### src/fmpl_fifo.sv
module fmpl_fifo #(
  parameter type word_t = logic,
  parameter int DEPTH = 2
) (
  input  logic  clk,
  input  logic  rst,
  input  logic  push,
  input  word_t wdata,
  output logic  full,
  input  logic  pop,
  output word_t rdata,
  output logic  empty
);

  localparam int AW = (DEPTH > 1) ? $clog2(DEPTH) : 1;
  localparam int CW = $clog2(DEPTH + 1);

  word_t mem [DEPTH];
  logic [AW-1:0] wptr;
  logic [AW-1:0] rptr;
  logic [CW-1:0] count;
  logic do_push;
  logic do_pop;

  assign full = (count == CW'(DEPTH));
  assign empty = (count == '0);
  assign do_push = push && !full;
  assign do_pop = pop && !empty;
  assign rdata = mem[rptr];

  always_ff @(posedge clk) begin
    if (rst) begin
      wptr <= '0;
      rptr <= '0;
      count <= '0;
    end else begin
      if (do_push) begin
        wptr <= (wptr == AW'(DEPTH - 1)) ? '0 : wptr + 1'b1;
      end
      if (do_pop) begin
        rptr <= (rptr == AW'(DEPTH - 1)) ? '0 : rptr + 1'b1;
      end
      count <= count + CW'(do_push) - CW'(do_pop);
    end
  end

  always_ff @(posedge clk) begin
    if (do_push) begin
      mem[wptr] <= wdata;
    end
  end

endmodule

### config.mk
export PLATFORM = sky130hd
export DESIGN_NAME = fmpl_fifo
export DESIGN_NICKNAME = d
export VERILOG_FILES = /design/src/fmpl_fifo.sv
export SDC_FILE = /design/constraint.sdc
export NUM_CORES = 1
export LEC_CHECK = 0
export ABC_AREA = 1
export BUFFER_PORTS_ARGS = -buffer_cell sky130_fd_sc_hd__buf_2
export CAP_MARGIN = 20
export CORE_AREA = 2 2 39 41
export CTS_BUF_LIST = sky130_fd_sc_hd__clkbuf_4
export DETAILED_ROUTE_END_ITERATION = 7
export DIE_AREA = 0 0 41 43
export GPL_TIMING_DRIVEN = 0
export PLACE_DENSITY = 0.43
export SLEW_MARGIN = 20
export SYNTH_ARGS = -nofsm -noshare
export SYNTH_HDL_FRONTEND = slang
export SYNTH_SLANG_ARGS = --single-unit
export TNS_END_PERCENT = 30
### constraint.sdc
create_clock -name clk -period 2.7 [get_ports clk]
set_input_delay 0.405 -clock clk [delete_from_list [all_inputs] [get_ports clk]]
set_output_delay 0.405 -clock clk [all_outputs]
set_load 0.01 [all_outputs]
# --- Yosys cells after proc, flatten, opt, wreduce, memory -nomap -nowiden ---
# Memories as Yosys holds them, arrays and structs flattened. A register that Yosys moved wholly into a read port is not among the register bits.
# Index checks and enable logic that the tools add are counted.
# W data, S select, Z words.
word_totals:
  regBits: 4
  latchBits: 0
  ramBits: 2
  rom_bits: 0
  output_inout_bits: 3
  word_cells: 20
  n_memories: 1
mem_list:
  columns: ["name", "depth", "width", "rd", "rd_ports_with_merged_regs", "write_ports", "line_no", "rtl"]
  rows:
  - ["mem", 2, 1, 1, 1, 1, "18", "word_t mem [DEPTH];"]
classes:
  add_sub_neg: 4
  multipliers: 0
  div_mod_pow: 0
  magnitude_cmp: 0
  n_eq_ne: 1
  shift: 0
  mux: 6
  bitwise_logic: 0
  reduce_logical: 5
op_table:
  columns: ["op", "n"]
  rows:
  - ["$mux W1", 6]
  - ["$add A1 B1 Y1 const B", 2]
  - ["$add A2 B1 Y2", 1]
  - ["$eq A2 B2 Y1 const B", 1]
  - ["$logic_and A1 B1 Y1", 2]
  - ["$logic_not A1 Y1", 2]
  - ["$logic_not A2 Y1", 1]
  - ["$sub A2 B1 Y2", 1]

# --- Logic depth before layout (Yosys ltp) ---
# Gate-level depths: netlist of run 1.
logic_depth:
  depth_word: 5
  depth_mapped: 11
  ltp_nobuf: 11

# --- Worst setup path after synthesis of run 1 ---
# OpenSTA, ideal clock, no wires.
synth_path:
  path_type: "register to register"
  start: "reg count[1]"
  end: "reg count[1]"
  setup_ns: 0.115
  arrival_ns: 1.325
  setup_slack_ns: 1.260
  path_stages_with_launch: 10
  n_path_buf: 0
  period_less_slack_ns: 1.440
  cell_sequence: "dfxtp_1 -> nor2_2 -> nor2_4 -> ha_1 -> inv_1 -> ha_1 -> inv_1 -> nand2_1 -> a21oi_1 -> nor2_1"
synth_via:
  word_cells_on_any_way: 8
  cone_classes: "add/sub: 2; eq/ne: 1; reduce/logical: 5"
synth_lines:
  columns: ["element", "line_no", "rtl"]
  rows:
  - ["start, declared", "21", "logic [CW-1:0] count;"]
  - ["start signal, assigned", "43", "count <= count + CW'(do_push) - CW'(do_pop);"]
  - ["$logic_not A2 Y1", "26", "assign empty = (count == '0);"]
  - ["named net empty", "12", "output logic empty"]
  - ["$logic_not A1 Y1", "28", "assign do_pop = pop && !empty;"]
  - ["$logic_and A1 B1 Y1", "28", null]
  - ["named net do_pop", "23", "logic do_pop;"]
  - ["$sub A2 B1 Y2", "43", null]
# The timed path passes the listed nets, and every way through them passes these cells.
# A chain may end at the register's enable or synchronous reset.

# --- Worst setup path in the final report of run 1 ---
layout_path:
  start: "reg count[0]"
  end: "reg count[1]"
layout_via:
  elab_chain_len: 5
  word_cells_on_any_way: 8
  cone_classes: "add/sub: 2; eq/ne: 1; reduce/logical: 5"
layout_lines:
  columns: ["element", "line_no", "rtl"]
  rows:
  - ["$eq A2 B2 Y1", "25", "assign full = (count == CW'(DEPTH));"]
  - ["$logic_not A1 Y1", "27", "assign do_push = push && !full;"]
  - ["$logic_and A1 B1 Y1", "27", null]
  - ["$add A2 B1 Y2", "43", null]
  - ["$sub A2 B1 Y2 (*)", "43", null]
# Mark *: on every way between the ends. The rest lies on a longest branch, timed or not.

==> impl_metrics.xml, run 1 <==
<?xml version="1.0" encoding="UTF-8"?>
<metrics>
  <group name="floorplanning">
    <metric name="pin_count" unit="">8</metric>
    <metric name="die-width" unit="µm">41</metric>
    <metric name="die_area" unit="µm²">1763</metric>
    <metric name="row_count" unit="">14</metric>
    <metric name="core_area" unit="µm²">1384</metric>
    <metric name="initial_core_util" unit="">0.2477</metric>
    <metric name="die_height" unit="µm">43</metric>
  </group>
  <group name="drt">
    <metric name="avgRoutedWirePerCell" unit="µm">8.536</metric>
    <metric name="post_drt_via_cell_ratio" unit="">3.899</metric>
    <metric name="remaining_drc_errors" unit="">0</metric>
    <metric name="dr.pass1.iters" unit="">1</metric>
    <metric name="drt.antenna.violating_nets" unit="">0</metric>
    <metric name="vias" unit="">269</metric>
    <metric name="1st_iter_drt_viols" unit="">0</metric>
    <metric name="route.final.wire_length" unit="µm">589</metric>
  </group>
  <group name="pwr">
    <metric name="irDropWorstVdd" unit="µV">343.8</metric>
    <metric name="power_switching" unit="W">0.0001710</metric>
    <metric name="power.share.sequential" unit="">0.362</metric>
    <metric name="internal-power" unit="W">0.0002835</metric>
    <metric name="power.share.switching" unit="">0.3763</metric>
    <metric name="finalPower" unit="W">0.0004545</metric>
    <metric name="leakage" unit="nW">0.2255</metric>
    <metric name="share_clk_of_total_power" unit="">0.239</metric>
    <metric name="pwr_density_cell" unit="nW/µm²">1062</metric>
    <metric name="combinationalPowerShare" unit="">0.399</metric>
  </group>
  <group name="global_routing">
    <metric name="gr-total-overflow" unit="">0</metric>
    <metric name="grt_start_max_net_pins" unit="">5</metric>
    <metric name="initial_antenna_violation_count" unit="">0</metric>
    <metric name="grt_first_pass_wirelength" unit="µm">945</metric>
    <metric name="groute.usage.overall" unit="">0.09173</metric>
    <metric name="grt_pass1_vias" unit="">245</metric>
  </group>
  <group name="critical_path">
    <metric name="cp.arrival" unit="ps">1670</metric>
    <metric name="worst_r2r_path_depth" unit="">10</metric>
    <metric name="slowest_delay" unit="ps">370</metric>
    <metric name="cell_with_the_most_instances_on_the_worst_path" unit="">sky130_fd_sc_hd__inv_1</metric>
    <metric name="end_kind" unit="">flip-flop</metric>
    <metric name="critical_path_class" unit="">flip-flop to flip-flop</metric>
    <metric name="cp-start-kind" unit="">flip-flop</metric>
    <metric name="crit_path_max_fo" unit="">4</metric>
    <metric name="data_required_time_at_the_worst_endpoint" unit="ps">2850</metric>
    <metric name="crit_path_cell_trace" unit="">inv_1 -&gt; nand2_2 -&gt; nand2_1 -&gt; ha_1 -&gt; inv_1 -&gt; ha_1 -&gt; inv_1 -&gt; nand2_1 -&gt; a21oi_1 -&gt; nor2_1</metric>
    <metric name="cpMaxStageDelayCell" unit="">sky130_fd_sc_hd__dfxtp_1</metric>
  </group>
  <group name="clocking">
    <metric name="cts_repair_resize_count" unit="">0</metric>
    <metric name="postCtsSetupRepairBufs" unit="">0</metric>
    <metric name="cts_root_buf" unit="">sky130_fd_sc_hd__clkbuf_4</metric>
    <metric name="cts_hold_repair.buffers" unit="">0</metric>
    <metric name="clock_insertion_delay_worst_skew" unit="ps">260</metric>
    <metric name="htree_num_levels" unit="">1</metric>
    <metric name="cts_tree" unit="">yes</metric>
    <metric name="tritoncts_num_sinks" unit="">7</metric>
    <metric name="clk_path_buf_depth" unit="">2</metric>
    <metric name="clk_pin_slew" unit="ps">60</metric>
    <metric name="numCtsBuffers" unit="">3</metric>
  </group>
  <group name="cells_and_area">
    <metric name="area.sequential" unit="µm²">160.2</metric>
    <metric name="nets" unit="">61</metric>
    <metric name="area.growth.synth_to_final" unit="%">24.82</metric>
    <metric name="multi_input_comb_area" unit="µm²">145.1</metric>
    <metric name="n_antenna_cell" unit="">0</metric>
    <metric name="fillers" unit="">153</metric>
    <metric name="fraction_of_layout_cells_with_a_size_suffix_above_1" unit="">0.3208</metric>
  </group>
  <group name="yosys">
    <metric name="yosys_warnings" unit="">0</metric>
    <metric name="synth_seq_area_share" unit="">0.4672</metric>
    <metric name="synth_top_cells_by_area" unit="">sky130_fd_sc_hd__dfxtp_1, sky130_fd_sc_hd__edfxtp_1, sky130_fd_sc_hd__inv_1, sky130_fd_sc_hd__nand2_1, sky130_fd_sc_hd__ha_1</metric>
    <metric name="synth.largest_area_cell" unit="">sky130_fd_sc_hd__dfxtp_1</metric>
    <metric name="synth.avg_cell_area" unit="µm²">8.163</metric>
    <metric name="synth_area" unit="µm²">342.8</metric>
    <metric name="mappedNetlistNets" unit="">49</metric>
    <metric name="ys_types" unit="">13</metric>
    <metric name="synth_seq_cells" unit="">7</metric>
    <metric name="synth.top_cell.area_share" unit="">0.2920</metric>
    <metric name="netlist_instances" unit="">42</metric>
  </group>
  <group name="timing">
    <metric name="slew_violations" unit="">0</metric>
    <metric name="worst_slew_pin_slew" unit="ps">148.9</metric>
    <metric name="fin_ws" unit="ps">1185</metric>
    <metric name="post-route-min-period" unit="ps">1515</metric>
    <metric name="rsz0062_at_grt" unit="">false</metric>
    <metric name="fmaxAchievable" unit="GHz">0.6603</metric>
    <metric name="tns" unit="ps">0</metric>
    <metric name="final-hold-violation-count" unit="">0</metric>
    <metric name="fin_worst_skew" unit="ps">5.795</metric>
    <metric name="setup_viol_count_final" unit="">0</metric>
    <metric name="final.period_utilization" unit="">0.5609</metric>
    <metric name="timing.max_slew.rel_slack" unit="">0.9006</metric>
  </group>
  <group name="placed_design">
    <metric name="preCtsSetupSlack" unit="ps">1148</metric>
    <metric name="io_buffers" unit="">7</metric>
    <metric name="globalplace.congestion" unit="">0.6873</metric>
  </group>
  <group name="hold_path">
    <metric name="holdPathStages" unit="">2</metric>
    <metric name="holdCritPathClass" unit="">input pin to flip-flop</metric>
  </group>
  <group name="flow_run">
    <metric name="drv.max_cap_violation_count" unit="">0</metric>
  </group>
  <group name="status">
    <metric name="result_of_the_run" unit="">finished clean</metric>
  </group>
</metrics>
==> layout by cell type, fill, tap and decap left out <==
cell type and instances:
sky130_fd_sc_hd__inv_1 10, sky130_fd_sc_hd__nand2_1 7, sky130_fd_sc_hd__buf_2 7, sky130_fd_sc_hd__nor2_1 6, sky130_fd_sc_hd__dfxtp_1 5, sky130_fd_sc_hd__clkbuf_4 4, sky130_fd_sc_hd__nor2_2 2, sky130_fd_sc_hd__a21oi_1 2
sky130_fd_sc_hd__nand3_1 2, sky130_fd_sc_hd__ha_1 2, sky130_fd_sc_hd__edfxtp_1 2, sky130_fd_sc_hd__nor2_4 1, sky130_fd_sc_hd__nand2_2 1, sky130_fd_sc_hd__mux2_2 1, sky130_fd_sc_hd__nand3_2 1
==> through the flow <==
step	utilization	hold WS (ps)	std cells	instance area [µm²]
after detailed placement	0.2875	506.8	65	397.9
after global routing	0.3092	303.4	69	427.9
final	0.3092	316.8	69	427.9
after floorplan	-	473.9	42	342.8
after CTS	0.3092	308.2	69	427.9
after global placement	0.2875	500.1	65	397.9
==> power by group through the flow <==
stage               Combinational, W  Clock (W)  Sequential [W]
floorplan                   0.000140          0        0.000162
global placement            0.000182          0        0.000168
detailed placement          0.000184          0        0.000166
CTS                         0.000185   0.000114        0.000164
global route                0.000208   0.000122        0.000168
finish                      0.000181   0.000109        0.000164
==> per-layer routing <==
| metal | vias up | global-route usage | wire length, µm |
|---|---|---|---|
| met5 | - | 0 | 0 |
| met4 | 0 | 0.08000 | 0 |
| met3 | 0 | 0.07853 | 47 |
| met2 | 7 | 0.1125 | 276 |
| met1 | 115 | 0.09121 | 264 |
| li1 | 147 | - | - |
==> worst paths after layout <==
path / start / to / slack (ps)
worst min-delay path: rst / count[0]$_SDFF_PP0_ / 320
worst max register to register: count[0]$_SDFF_PP0_ / count[1]$_SDFF_PP0_ / 1190
worst max-delay path: count[0]$_SDFF_PP0_ / count[1]$_SDFF_PP0_ / 1190
worst min register to register: rptr$_SDFFE_PP0P_ / flip-flop / 510
==> synth_stat cells (all sizes together) <==
master  instances
nand2           8
nand3           3
ha              2
inv            10
nor2            9
dfxtp           5
mux2            1
edfxtp          2
a21oi           2
==> layout make-up <==
type | instances | share of cell area
tap | 16 | 0.04678
sequential | 7 | 0.3743
timing repair buffer | 7 | 0.08187
clock buffer | 4 | 0.07018
multi-input combinational | 25 | 0.3392
inverter | 10 | 0.08772
==> kinds of logic after synthesis <==
family                   share of synthesized area
AND/OR/NAND/NOR                             0.2883
multiplexers                               0.03284
flip-flops                                  0.4672
buffers and inverters                       0.1095
AO/OA/AOI/OAI                              0.02920
adder cells (fa/ha/maj)                    0.07298
==> critical path, delay by kind of cell (launching register included) <==
family / cells / cell delay, ps
adders and majority gates: 2 / 460
DFF: 1 / 370
and+or+nand+nor: 4 / 270
buffers and inverters: 3 / 170
AOI/OAI and AO/OA: 1 / 130
Note: power is estimated with default switching activity, not from simulation.
==> run 2: changes to the inputs <==
Settings changed: PLACE_DENSITY 0.43 to 0.45.
Clock period 2.7 ns to 1.3 ns, I/O delays scaled along.
==> impl_metrics.xml, run 2 (synthesis results as in run 1) <==
<?xml version="1.0" encoding="UTF-8"?>
<metrics>
  <group name="pwr">
    <metric name="finalPower" unit="W">0.001319</metric>
    <metric name="irDropWorstVdd" unit="µV">797.0</metric>
    <metric name="power.share.sequential" unit="">0.292</metric>
    <metric name="combinationalPowerShare" unit="">0.547</metric>
    <metric name="leakage" unit="nW">0.2672</metric>
    <metric name="internal-power" unit="W">0.0008546</metric>
    <metric name="pwr_density_cell" unit="nW/µm²">2373</metric>
    <metric name="share_clk_of_total_power" unit="">0.160</metric>
    <metric name="power_switching" unit="W">0.0004640</metric>
    <metric name="power.share.switching" unit="">0.3519</metric>
  </group>
  <group name="clocking">
    <metric name="clock_insertion_delay_worst_skew" unit="ps">250</metric>
    <metric name="tritoncts_num_sinks" unit="">7</metric>
    <metric name="clk_pin_slew" unit="ps">50</metric>
    <metric name="cts_root_buf" unit="">sky130_fd_sc_hd__clkbuf_4</metric>
    <metric name="clk_path_buf_depth" unit="">2</metric>
    <metric name="htree_num_levels" unit="">1</metric>
    <metric name="numCtsBuffers" unit="">3</metric>
    <metric name="cts_hold_repair.buffers" unit="">0</metric>
    <metric name="cts_tree" unit="">yes</metric>
  </group>
  <group name="status">
    <metric name="result_of_the_run" unit="">finished with violations</metric>
    <metric name="violated_checks" unit="">negative setup slack</metric>
  </group>
  <group name="floorplanning">
    <metric name="core_area" unit="µm²">1384</metric>
    <metric name="row_count" unit="">14</metric>
    <metric name="die-width" unit="µm">41</metric>
    <metric name="pin_count" unit="">8</metric>
    <metric name="die_height" unit="µm">43</metric>
    <metric name="die_area" unit="µm²">1763</metric>
    <metric name="initial_core_util" unit="">0.2477</metric>
  </group>
  <group name="timing">
    <metric name="final.period_utilization" unit="">1.043</metric>
    <metric name="timing.max_slew.rel_slack" unit="">0.9198</metric>
    <metric name="slew_violations" unit="">0</metric>
    <metric name="worst_slew_pin_slew" unit="ps">120.1</metric>
    <metric name="tns" unit="ps">-94.70</metric>
    <metric name="post-route-min-period" unit="ps">1356</metric>
    <metric name="fmaxAchievable" unit="GHz">0.7376</metric>
    <metric name="rsz0062_at_grt" unit="">true</metric>
    <metric name="setup_viol_count_final" unit="">2</metric>
    <metric name="fin_worst_skew" unit="ps">1.782</metric>
    <metric name="fin_ws" unit="ps">-55.79</metric>
    <metric name="final-hold-violation-count" unit="">0</metric>
  </group>
  <group name="cells_and_area">
    <metric name="n_antenna_cell" unit="">0</metric>
    <metric name="most_frequent_cells_in_the_layout" unit="">sky130_fd_sc_hd__inv_1, sky130_fd_sc_hd__nor2_1, sky130_fd_sc_hd__buf_2, sky130_fd_sc_hd__buf_4</metric>
    <metric name="area.growth.synth_to_final" unit="%">62.04</metric>
    <metric name="multi_input_comb_area" unit="µm²">196.4</metric>
    <metric name="nets" unit="">68</metric>
    <metric name="area.sequential" unit="µm²">167.7</metric>
    <metric name="fraction_of_layout_cells_with_a_size_suffix_above_1" unit="">0.6000</metric>
    <metric name="fillers" unit="">153</metric>
    <metric name="final_cell_area" unit="µm²">555.5</metric>
  </group>
  <group name="drt">
    <metric name="post_drt_via_cell_ratio" unit="">4.000</metric>
    <metric name="drt.antenna.violating_nets" unit="">0</metric>
    <metric name="route.final.wire_length" unit="µm">614</metric>
    <metric name="avgRoutedWirePerCell" unit="µm">8.079</metric>
    <metric name="dr.pass1.iters" unit="">1</metric>
    <metric name="remaining_drc_errors" unit="">0</metric>
    <metric name="vias" unit="">304</metric>
    <metric name="1st_iter_drt_viols" unit="">0</metric>
  </group>
  <group name="critical_path">
    <metric name="data_required_time_at_the_worst_endpoint" unit="ps">1440</metric>
    <metric name="critical_path_class" unit="">flip-flop to flip-flop</metric>
    <metric name="worstReg2RegEnd" unit="">count[1]$_SDFF_PP0_</metric>
    <metric name="rr_startpoint" unit="">count[0]$_SDFF_PP0_</metric>
    <metric name="cp-start-kind" unit="">flip-flop</metric>
    <metric name="crit_path_max_fo" unit="">3</metric>
    <metric name="setup.reg_to_reg.worst_slack" unit="ps">-60</metric>
    <metric name="cp.arrival" unit="ps">1490</metric>
    <metric name="end_kind" unit="">flip-flop</metric>
    <metric name="worst_r2r_path_depth" unit="">9</metric>
  </group>
  <group name="hold_path">
    <metric name="holdCritPathClass" unit="">input pin to flip-flop</metric>
    <metric name="hold_wc_startpoint" unit="">rst</metric>
    <metric name="holdPathStages" unit="">2</metric>
    <metric name="end_of_the_worst_hold_path" unit="">count[0]$_SDFF_PP0_</metric>
  </group>
  <group name="global_routing">
    <metric name="initial_antenna_violation_count" unit="">0</metric>
    <metric name="grt_start_max_net_pins" unit="">5</metric>
    <metric name="gr-total-overflow" unit="">0</metric>
    <metric name="grt_first_pass_wirelength" unit="µm">1069</metric>
    <metric name="groute.usage.overall" unit="">0.09778</metric>
    <metric name="grt_pass1_vias" unit="">289</metric>
  </group>
  <group name="placed_design">
    <metric name="placedInstanceArea" unit="µm²">409.1</metric>
    <metric name="io_buffers" unit="">7</metric>
    <metric name="detailed_place_hpwl" unit="µm">442.8</metric>
    <metric name="preCtsSetupSlack" unit="ps">-172.3</metric>
    <metric name="globalplace.congestion" unit="">0.6792</metric>
  </group>
  <group name="flow_run">
    <metric name="drv.max_cap_violation_count" unit="">0</metric>
  </group>
</metrics>
==> run 2: cell types whose count changed in the layout (fill, tap and decap cells not counted), moves of 2 or more <==
cell / before / now
sky130_fd_sc_hd__buf_4: 0 / 5
sky130_fd_sc_hd__inv_1: 10 / 6
sky130_fd_sc_hd__buf_6: 0 / 3
sky130_fd_sc_hd__inv_2: 0 / 3
sky130_fd_sc_hd__nand2_1: 7 / 4
sky130_fd_sc_hd__dfxtp_1: 5 / 3
sky130_fd_sc_hd__dfxtp_4: 0 / 2
sky130_fd_sc_hd__ha_1: 2 / 0
sky130_fd_sc_hd__ha_4: 0 / 2
sky130_fd_sc_hd__nand2_4: 0 / 2
==> run 2: layout make-up <==
class                           count  share of cell area
Inverter                           10             0.07207
Sequential cell                     7              0.3018
Tap cell                           16             0.03604
Timing Repair Buffer               14              0.1824
Clock buffer                        4             0.05405
Multi-Input combinational cell     25              0.3536
==> run 2: power by group through the flow <==
| stage | sequential (W) | clock (W) | combinational (W) |
|---|---|---|---|
| floorplan | 0.000354 | 0 | 0.000309 |
| global placement | 0.000367 | 0 | 0.000393 |
| detailed placement | 0.000366 | 0 | 0.000395 |
| CTS | 0.000385 | 0.000227 | 0.000657 |
| global route | 0.000396 | 0.000244 | 0.000817 |
| finish | 0.000386 | 0.000211 | 0.000722 |
==> run 2: per-stage QoR <==
stage / hold slack [ps] / util / std cells
2_1_floorplan: 258.8 / - / 42
3_3_place_gp: 360.4 / 0.2957 / 65
3_5_place_dp: 365.4 / 0.2957 / 65
4_1_cts: 95.53 / 0.3897 / 75
5_1_grt: 97.00 / 0.4014 / 76
6_report: 108.2 / 0.4014 / 76
==> run 2: worst max-delay path by stage <==
| stage | start | end | slack [ps] | cells after the start |
|---|---|---|---|---|
| after floorplan | count[0]$_SDFF_PP0_ | count[1]$_SDFF_PP0_ | -70 | 10 |
| after global placement | count[0]$_SDFF_PP0_ | count[1]$_SDFF_PP0_ | -140 | 11 |
| after detailed placement | count[0]$_SDFF_PP0_ | count[1]$_SDFF_PP0_ | -170 | 9 |
| after CTS | count[1]$_SDFF_PP0_ | count[1]$_SDFF_PP0_ | -60 | 9 |
| after global routing | count[0]$_SDFF_PP0_ | count[1]$_SDFF_PP0_ | -130 | 9 |
| final | count[0]$_SDFF_PP0_ | count[1]$_SDFF_PP0_ | -60 | 9 |
==> run 2: per-layer routing <==
layer,track usage,routed length (µm),up-vias
met1,0.08469,220,132
li1,-,-,166
met4,0,0,0
met3,0.09424,46,0
met5,0,0,-
met2,0.1656,347,6
==> run 2: what timing repair did <==
action / in CTS / in global routing
endpoints found under the setup margin: 2 / 3
buffers inserted: 6 / 1
gates resized for setup: 14 / 3
cloned: 0 / 0
pin swaps: 7 / 3
==> run 2: worst max-delay path, cell delays in order, from the launching register on <==
cell and delay (ps):
sky130_fd_sc_hd__dfxtp_4 360, sky130_fd_sc_hd__nor2_4 130, sky130_fd_sc_hd__nor2_4 60, sky130_fd_sc_hd__ha_4 260, sky130_fd_sc_hd__inv_2 30, sky130_fd_sc_hd__ha_4 150
sky130_fd_sc_hd__inv_2 40, sky130_fd_sc_hd__nand2_2 50, sky130_fd_sc_hd__a21oi_2 110, sky130_fd_sc_hd__nor2_1 50
